<file path="src/rtl/cpi_dly.sv">
// Enabled delay line that carries valid bits and side data alongside the arithmetic units.
module cpi_dly #(
    parameter int WD    = 8,
    parameter int DEPTH = 4
) (
    input  logic          i_clk,
    input  logic          i_rst_n,
    input  logic          i_en,
    input  logic [WD-1:0] i_d,
    output logic [WD-1:0] o_q
);
    logic [WD-1:0] r_pipe [DEPTH];

    // Shift on enable; clear so the valid bits start low
    always_ff @(posedge i_clk) begin
        if (!i_rst_n) begin
            for (int i = 0; i < DEPTH; i++) begin
                r_pipe[i] <= '0;
            end
        end else if (i_en) begin
            r_pipe[0] <= i_d;
            for (int i = 1; i < DEPTH; i++) begin
                r_pipe[i] <= r_pipe[i-1];
            end
        end
    end

    assign o_q = r_pipe[DEPTH-1];
endmodule

</file>
<file path="config.mk">
export PLATFORM = sky130hd
export DESIGN_NAME = cpi_dly
export DESIGN_NICKNAME = d
export VERILOG_FILES = /design/src/rtl/cpi_dly.sv
export SDC_FILE = /design/constraint.sdc
export NUM_CORES = 1
export LEC_CHECK = 0
export ABC_AREA = 1
export BUFFER_PORTS_ARGS = -buffer_cell sky130_fd_sc_hd__buf_4
export CORE_MARGIN = 5
export CORE_UTILIZATION = 45
export DETAILED_ROUTE_END_ITERATION = 6
export PLACE_DENSITY = 0.62
export SLEW_MARGIN = 20
export SYNTH_ARGS = -nofsm -noshare
export SYNTH_HDL_FRONTEND = slang
export SYNTH_SLANG_ARGS = --single-unit
</file>
<file path="constraint.sdc">
create_clock -name i_clk -period 3.2 [get_ports i_clk]
set_clock_uncertainty 0.2 [all_clocks]
set_input_delay 0.32 -clock i_clk [delete_from_list [all_inputs] [get_ports i_clk]]
set_output_delay 0.32 -clock i_clk [all_outputs]
set_load 0.05 [all_outputs]
</file>
==> flow_metrics.tcl <==
set metrics [dict create \
    dp.cells 149 \
    gr-usage-all-layers 0.0852 \
    seq_area_frac_synth 0.718 \
    place_area_um2 1490 \
    worst_ep_arrival_time_ps 890 \
    top_register "r_pipe" \
    synth_common_cells "33 x inv_1, 32 x edfxtp_1, 27 x nor2_2, 3 x buf_6, 3 x nor2_4" \
    die-height_um 64.5 \
    clock_latency_ps 310 \
    synth-async-reset-ratio 0 \
    powerDensity_nw_per_um2 510 \
    yosysMostFrequentCell "inv_1" \
    syn_area_um2 1340 \
    max_stage_delay_ps 370 \
    drcViolationCount 0 \
    viasPerCell 4.31 \
    grt_pass1_wl_mm 2.54 \
    max_slew_margin 0.359 \
    routed_wl_mm 1.45 \
    hpwl_um 912 \
    hold_viol 0 \
    fin_cells 157 \
    netlist.area_leader.share 0.718 \
    core_area_um2 2810 \
    postCtsSetupBuffers 0 \
    p_total_mw 0.783 \
    die_w_um 64.5 \
    drv_slew 0 \
    largest_register_ffs 32 \
    cts_tree "built" \
    ys.flop_type "edfxtp_1" \
    ant_nets 0 \
    swShare 0.234 \
    root_buffer "clkbuf_4" \
    synth-seq-cells 32 \
    cp_top_family "flip-flops" \
    first_pass_iters 2 \
    crit_buf_inv 1 \
    cts.path.max_buffers 2 \
    synthTopCellsByArea "edfxtp_1 72%, nor2_2 13%, inv_1 9.3%" \
    syn_to_final_growth_pct 14.7 \
    avgRoutedWirePerCell_um 9.22 \
    r2r_slack_ps 2220 \
    dieArea_um2 4170 \
    grt_overflow 0 \
    ir_worst_vdd_mv 0.231 \
    netlist_instances 102 \
    clkPwrFrac 0.261 \
    rsz0062_at_grt "false" \
    largestRegisters "r_pipe (32)" \
    cts_buffers 5 \
    leakagePower_nw 0.642 \
    synth_edf_count 32 \
    cts_hold_buf 0 \
    status "completed" \
    critPathRequiredTime_ps 2680 \
    cts_resized 0 \
    final_util 0.547 \
    n_antenna_cell 0 \
    ioPinCount 19 \
    fill_cells 238 \
    setup_ws_ps 1790 \
    critical_path_class "reg2out" \
    maxCapViolCount 0 \
    crit_chain "buf_4" \
    synth.distinct_cells 8 \
    num_rows 19 \
    final_layout_size_suffix_gt1_frac 0.437 \
    design_area_um2 1540 \
    start_util 0.477 \
    worst_pin_slew_ps 958 \
    synth_area_leader_cell "edfxtp_1" \
    port_buffers 18 \
    setup_tns_ps 0 \
    grt_max_degree 33 \
    critPathSlowestCell "edfxtp_1" \
    holdWs_ps 99.2 \
    period_share 0.440 \
    yosys_warnings 0 \
    vias 677 \
    synth.avg_cell_area_um2 13.1 \
    cp_max_fo 1 \
    fmax_mhz 711 \
    critPathCaptureType "output pin" \
    critPathLaunchType "flop" \
    p_seq_frac 0.633 \
    grt_pass1_vias 673 \
    antenna_found_initial 0 \
    syn_nets 113 \
    place_congestion 0.604 \
    p_sw_mw 0.183 \
    clk_pin_slew_ps 90 \
    drtIter0Drc 15 \
    layout_min_cycle_time_ps 1410 \
    final_nets 136 \
    clock-sinks 32 \
    pre_cts_ws_ps 1470 \
    internal-power_mw 0.600 \
    cts_htree_levels 2 \
    setup_viol_count_final 0 \
    hp-class "in2reg" \
    comb_power_share 0.106 \
]
[path summary, 6_finish.rpt]
check                                   from            to  cells after the start
worst min register to register  r_pipe[1][3]  r_pipe[2][3]                      2
worst max-delay path            r_pipe[3][1]        o_q[1]                      1
worst min-delay path                  i_d[6]  r_pipe[0][6]                      3
worst max register to register  r_pipe[2][4]  r_pipe[3][4]                      2
[placed cells by master, fill, tap and decap left out, drive strengths merged]
master and instances:
clkbuf 7, inv 33, nor2 32, clkinv 1, edfxtp 32, nand2 2
buf 19
[routing by layer]
metal | vias to the layer above | GRT usage | wire, um
met2 | 22 | 0.142 | 751
met4 | 0 | 0.0792 | 29
met5 | - | 0 | 0
met3 | 5 | 0.0449 | 149
met1 | 299 | 0.0722 | 517
li1 | 351 | - | -
[cell families (layout without fill, tap and decap cells)]
family	after synthesis	after routing	synth area share
buffers and inverters	36	60	0.118
DFF	32	32	0.718
and+or+nand+nor	34	34	0.164
[power by group through the flow]
stage | Combinational, mW | Clock, mW | Sequential, mW
2_1_floorplan | 0.0395 | 0 | 0.527
3_3_place_gp | 0.0819 | 0 | 0.504
3_5_place_dp | 0.0843 | 0 | 0.506
4_1_cts | 0.0845 | 0.213 | 0.496
5_1_grt | 0.0904 | 0.234 | 0.498
6_report | 0.0828 | 0.204 | 0.496
[area by class of cell]
type                       instances  area (um2)  share of cell area
clock buffer                       7        45.0              0.0293
tap                               31        38.8              0.0253
timing repair buffer              19         143              0.0929
multi-input combinational         34         220               0.143
sequential                        32         961               0.626
inverter                          33         124              0.0807
clock inverter                     1        3.75             0.00244
Power figures use the tool's default switching activity.
