`config.mk`:
```
export PLATFORM = sky130hd
export DESIGN_NAME = cpi_mul
export DESIGN_NICKNAME = d
export VERILOG_FILES = /design/src/rtl/cpi_pkg.sv /design/src/rtl/cpi_mul.sv
export SDC_FILE = /design/constraint.sdc
export NUM_CORES = 2
export LEC_CHECK = 0
export BUFFER_PORTS_ARGS = -buffer_cell sky130_fd_sc_hd__buf_2
export CAP_MARGIN = 10
export CORE_ASPECT_RATIO = 1.1
export CORE_MARGIN = 10
export CORE_UTILIZATION = 53
export CTS_CLUSTER_DIAMETER = 60
export DETAILED_ROUTE_END_ITERATION = 8
export GPL_ROUTABILITY_DRIVEN = 0
export PLACE_DENSITY = 0.8
export SYNTH_ARGS = -nofsm -noshare
export SYNTH_HDL_FRONTEND = slang
export SYNTH_SLANG_ARGS = --single-unit
```
`constraint.sdc`:
```
create_clock -name i_clk -period 9.59 [get_ports i_clk]
set_input_delay 2.3975 -clock i_clk [delete_from_list [all_inputs] [get_ports i_clk]]
set_output_delay 2.3975 -clock i_clk [all_outputs]
set_load 0.01 [all_outputs]
```
`src/rtl/cpi_pkg.sv`:
```
// Shared types and constants for the circle pair intersection pipeline.
package cpi_pkg;

    // Default centre coordinate width (signed Q4.28 at 32 bits)
    localparam int COORD_WIDTH_DEF = 32;

    // Digit width of the pipelined multipliers: one digit times the full operand per stage
    localparam int DIG_W = 16;

    // Classification of a disk pair
    typedef enum logic [1:0] {
        REL_TWO       = 2'd0,
        REL_CONTAINED = 2'd1,
        REL_DISJOINT  = 2'd2
    } t_relation;

endpackage

```
`src/rtl/cpi_mul.sv`:
```
// Pipelined unsigned multiplier: one digit of the first operand per stage.
module cpi_mul #(
    parameter int WA = 33,
    parameter int WB = 33
) (
    input  logic             i_clk,
    input  logic             i_en,
    input  logic [WA-1:0]    i_a,
    input  logic [WB-1:0]    i_b,
    output logic [WA+WB-1:0] o_p
);
    import cpi_pkg::*;

    localparam int NS  = (WA + DIG_W - 1) / DIG_W;
    localparam int WAP = NS * DIG_W;
    localparam int WP  = WA + WB;

    logic [WAP-1:0] r_a   [NS];
    logic [WB-1:0]  r_b   [NS];
    logic [WP-1:0]  r_acc [NS];
    logic [WAP-1:0] a_pad;

    assign a_pad = WAP'(i_a);

    for (genvar k = 0; k < NS; k++) begin : g_st
        logic [DIG_W+WB-1:0] pp;
        logic [WAP-1:0]      a_src;
        logic [WB-1:0]       b_src;
        logic [WP-1:0]       acc_src;

        if (k == 0) begin : g_first
            assign a_src   = a_pad;
            assign b_src   = i_b;
            assign acc_src = '0;
        end else begin : g_next
            assign a_src   = r_a[k-1];
            assign b_src   = r_b[k-1];
            assign acc_src = r_acc[k-1];
        end

        // Partial product of this digit
        assign pp = a_src[k*DIG_W +: DIG_W] * b_src;

        // Accumulate the shifted partial product
        always_ff @(posedge i_clk) begin
            if (i_en) begin
                r_a[k]   <= a_src;
                r_b[k]   <= b_src;
                r_acc[k] <= acc_src + (WP'(pp) << (k * DIG_W));
            end
        end
    end

    assign o_p = r_acc[NS-1];
endmodule

```
==> run summary <==
die width -> 296 um
status -> complete, no violations
core area -> 83,300 um^2
total wire length -> 109,000 um
syn_nets -> 5,863
Area after DPL -> 46,400 um^2
antenna-violating nets left -> 0
postcts setup bufs -> 0
Syn Inst Count -> 4,617
critical path's top delay family -> adder cells
Worst Hold Class -> reg -> reg
Worst-Margin Slew -> 1050 ps
Max-cap violations -> 0
root buf cell -> clkbuf_16
Crit Path Max Fanout -> 21
fraction of layout cells with a size suffix above 1 -> 6.25%
height of the die -> 324 um
max_slew headroom -> 29.9%
Seq/Total Area, Yosys -> 17.9%
WL/cell -> 19.0 um
Max clock buf depth -> 3
Final period util -> 95.0%
Syn Area/Cell -> 9.65 um^2
EDFF count, synth -> 265
CTS Sinks -> 265
Fmax -> 0.110 GHz
first-pass GRT wire length -> 180,000 um
endpoint class of the critical path -> flip-flop
Worst EP required -> 9930 ps
largest net degree at the start of global routing -> 137
row count -> 111
IO Pins -> 134
CP peak stage delay -> 660 ps
H-tree depth -> 1
FFs w/ async S/R, synth -> 0%
cts repair resizes -> 0
Die Footprint -> 96,000 um^2
Tmin final -> 9110 ps
hold buffers post-CTS -> 0
drt drc -> 0
pre-CTS setup slack -> 268 ps
total gr overflow -> 0
RSZ-0062 raised after global routing -> no
commonest non-fill, non-tap cell in the layout -> inv_1
Port Buf Inserts -> 133
CTS clk-pin slew, worst paths -> 70 ps
initial antenna violation count -> 8
Setup TNS -> 0 ps
Slew Viols, Final -> 0
Final Hold Violating Endpoints -> 0
Finished Cell Area -> 47,300 um^2
Setup CP Type -> reg -> reg
final layout net count -> 5,912
Worst setup SP type -> flip-flop
DRT iter0 DRCs -> 2,770
gr usage total -> 23.5%
Critical path buffers and inverters -> 6
via/cell ratio -> 5.58
#FFs+latches synth -> 265
CP arrival -> 9450 ps
Num CTS Buffers -> 31
CP max-delay cell -> edfxtp_1
Area Growth Syn to Fin -> 6.30%
Ys Warns -> 0
drt pass-1 iters -> 6
Post-Syn Area -> 44,500 um^2
Main synth FF type -> edfxtp_1
commonest non-fill, non-tap cells in the layout -> 914 x inv_1, 866 x fa_1, 844 x nand2_1
fill count -> 6,904
synth unique cells -> 85
via count of the first global-routing pass -> 34,600
clk_lat worst skew -> 620 ps
CTS tree -> yes
most used cell, CP -> fa_1
HPWL after DPL -> 89,900 um
via count -> 32,200
final clock skew -> 24.4 ps
initial cell density of the core -> 53.4%
final worst slack -> 475 ps
setup violators final -> 0
[stage by stage]
step | instances | util (%) | hold slack, ps
6_report | 5763 | 56.8 | 411
5_1_grt | 5762 | 56.8 | 412
4_1_cts | 5762 | 56.8 | 414
3_5_place_dp | 5706 | 55.6 | 405
3_3_place_gp | 5706 | 55.6 | 401
2_1_floorplan | 4617 | - | 400
[cell families (layout without fill, tap and decap cells)]
group	Yosys count	count (layout)	synth area share [%]
XOR/XNOR	157	157	3.10
flip-flops	265	265	17.9
buffers and inverters	1098	1170	9.28
other	0	1	0
AND/OR/NAND/NOR	1454	1454	15.2
adder cells (fa/ha/maj)	1178	1178	47.7
AO/OA/AOI/OAI	465	465	6.88
[layout make-up]
class,count,area (um^2),area share (%)
clock inverters,22,185,0.391
inverters,914,3430,7.25
clock buffers,34,787,1.66
flip-flops and latches,265,7960,16.8
repair buffers,200,1190,2.52
well taps,1073,1340,2.84
multi-input cells,3254,32400,68.5
diodes,1,2.50,0.00529
[flip-flops by register name (all words and copies together), names as in the netlist]
name / count
r_a: 18
r_acc: 181
r_b: 66
[Yosys cell counts, types with 17 or more instances]
library cell,count,area [um^2]
edfxtp_1,265,7960
nor2_1,98,368
o21ai_1,18,90.1
and2_1,360,2250
fa_1,866,17300
xor2_1,49,429
a21o_1,81,608
ha_1,312,3900
nand3_1,40,200
o21ai_0,70,350
a211oi_1,17,128
clkbuf_1,179,672
o21a_1,23,173
inv_1,914,3430
a21oi_1,144,721
xnor2_1,107,937
nand2_1,844,3170
nand2b_1,21,131
[routing by layer]
metal  vias to the layer above  GRT usage [%]  routed length, um
met1                     16100           30.2              42400
met4                         8           6.79               3150
met5                         -              0                 42
li1                      14200              -                  -
met3                       224           5.73              12100
met2                      1586           39.2              51700
[worst paths after layout]
path,startpoint,cells after the start,slack (ps),to
max,r_a[0][20],31,480,r_acc[0][127]
min,r_acc[0][95],0,410,r_acc[0][161]
max reg2reg,r_a[0][20],31,480,r_acc[0][127]
min reg2reg,r_acc[0][95],0,410,r_acc[0][161]
Power is not shown: default switching activity piles up to over one toggle a cycle in this logic, so the estimate is an artifact.
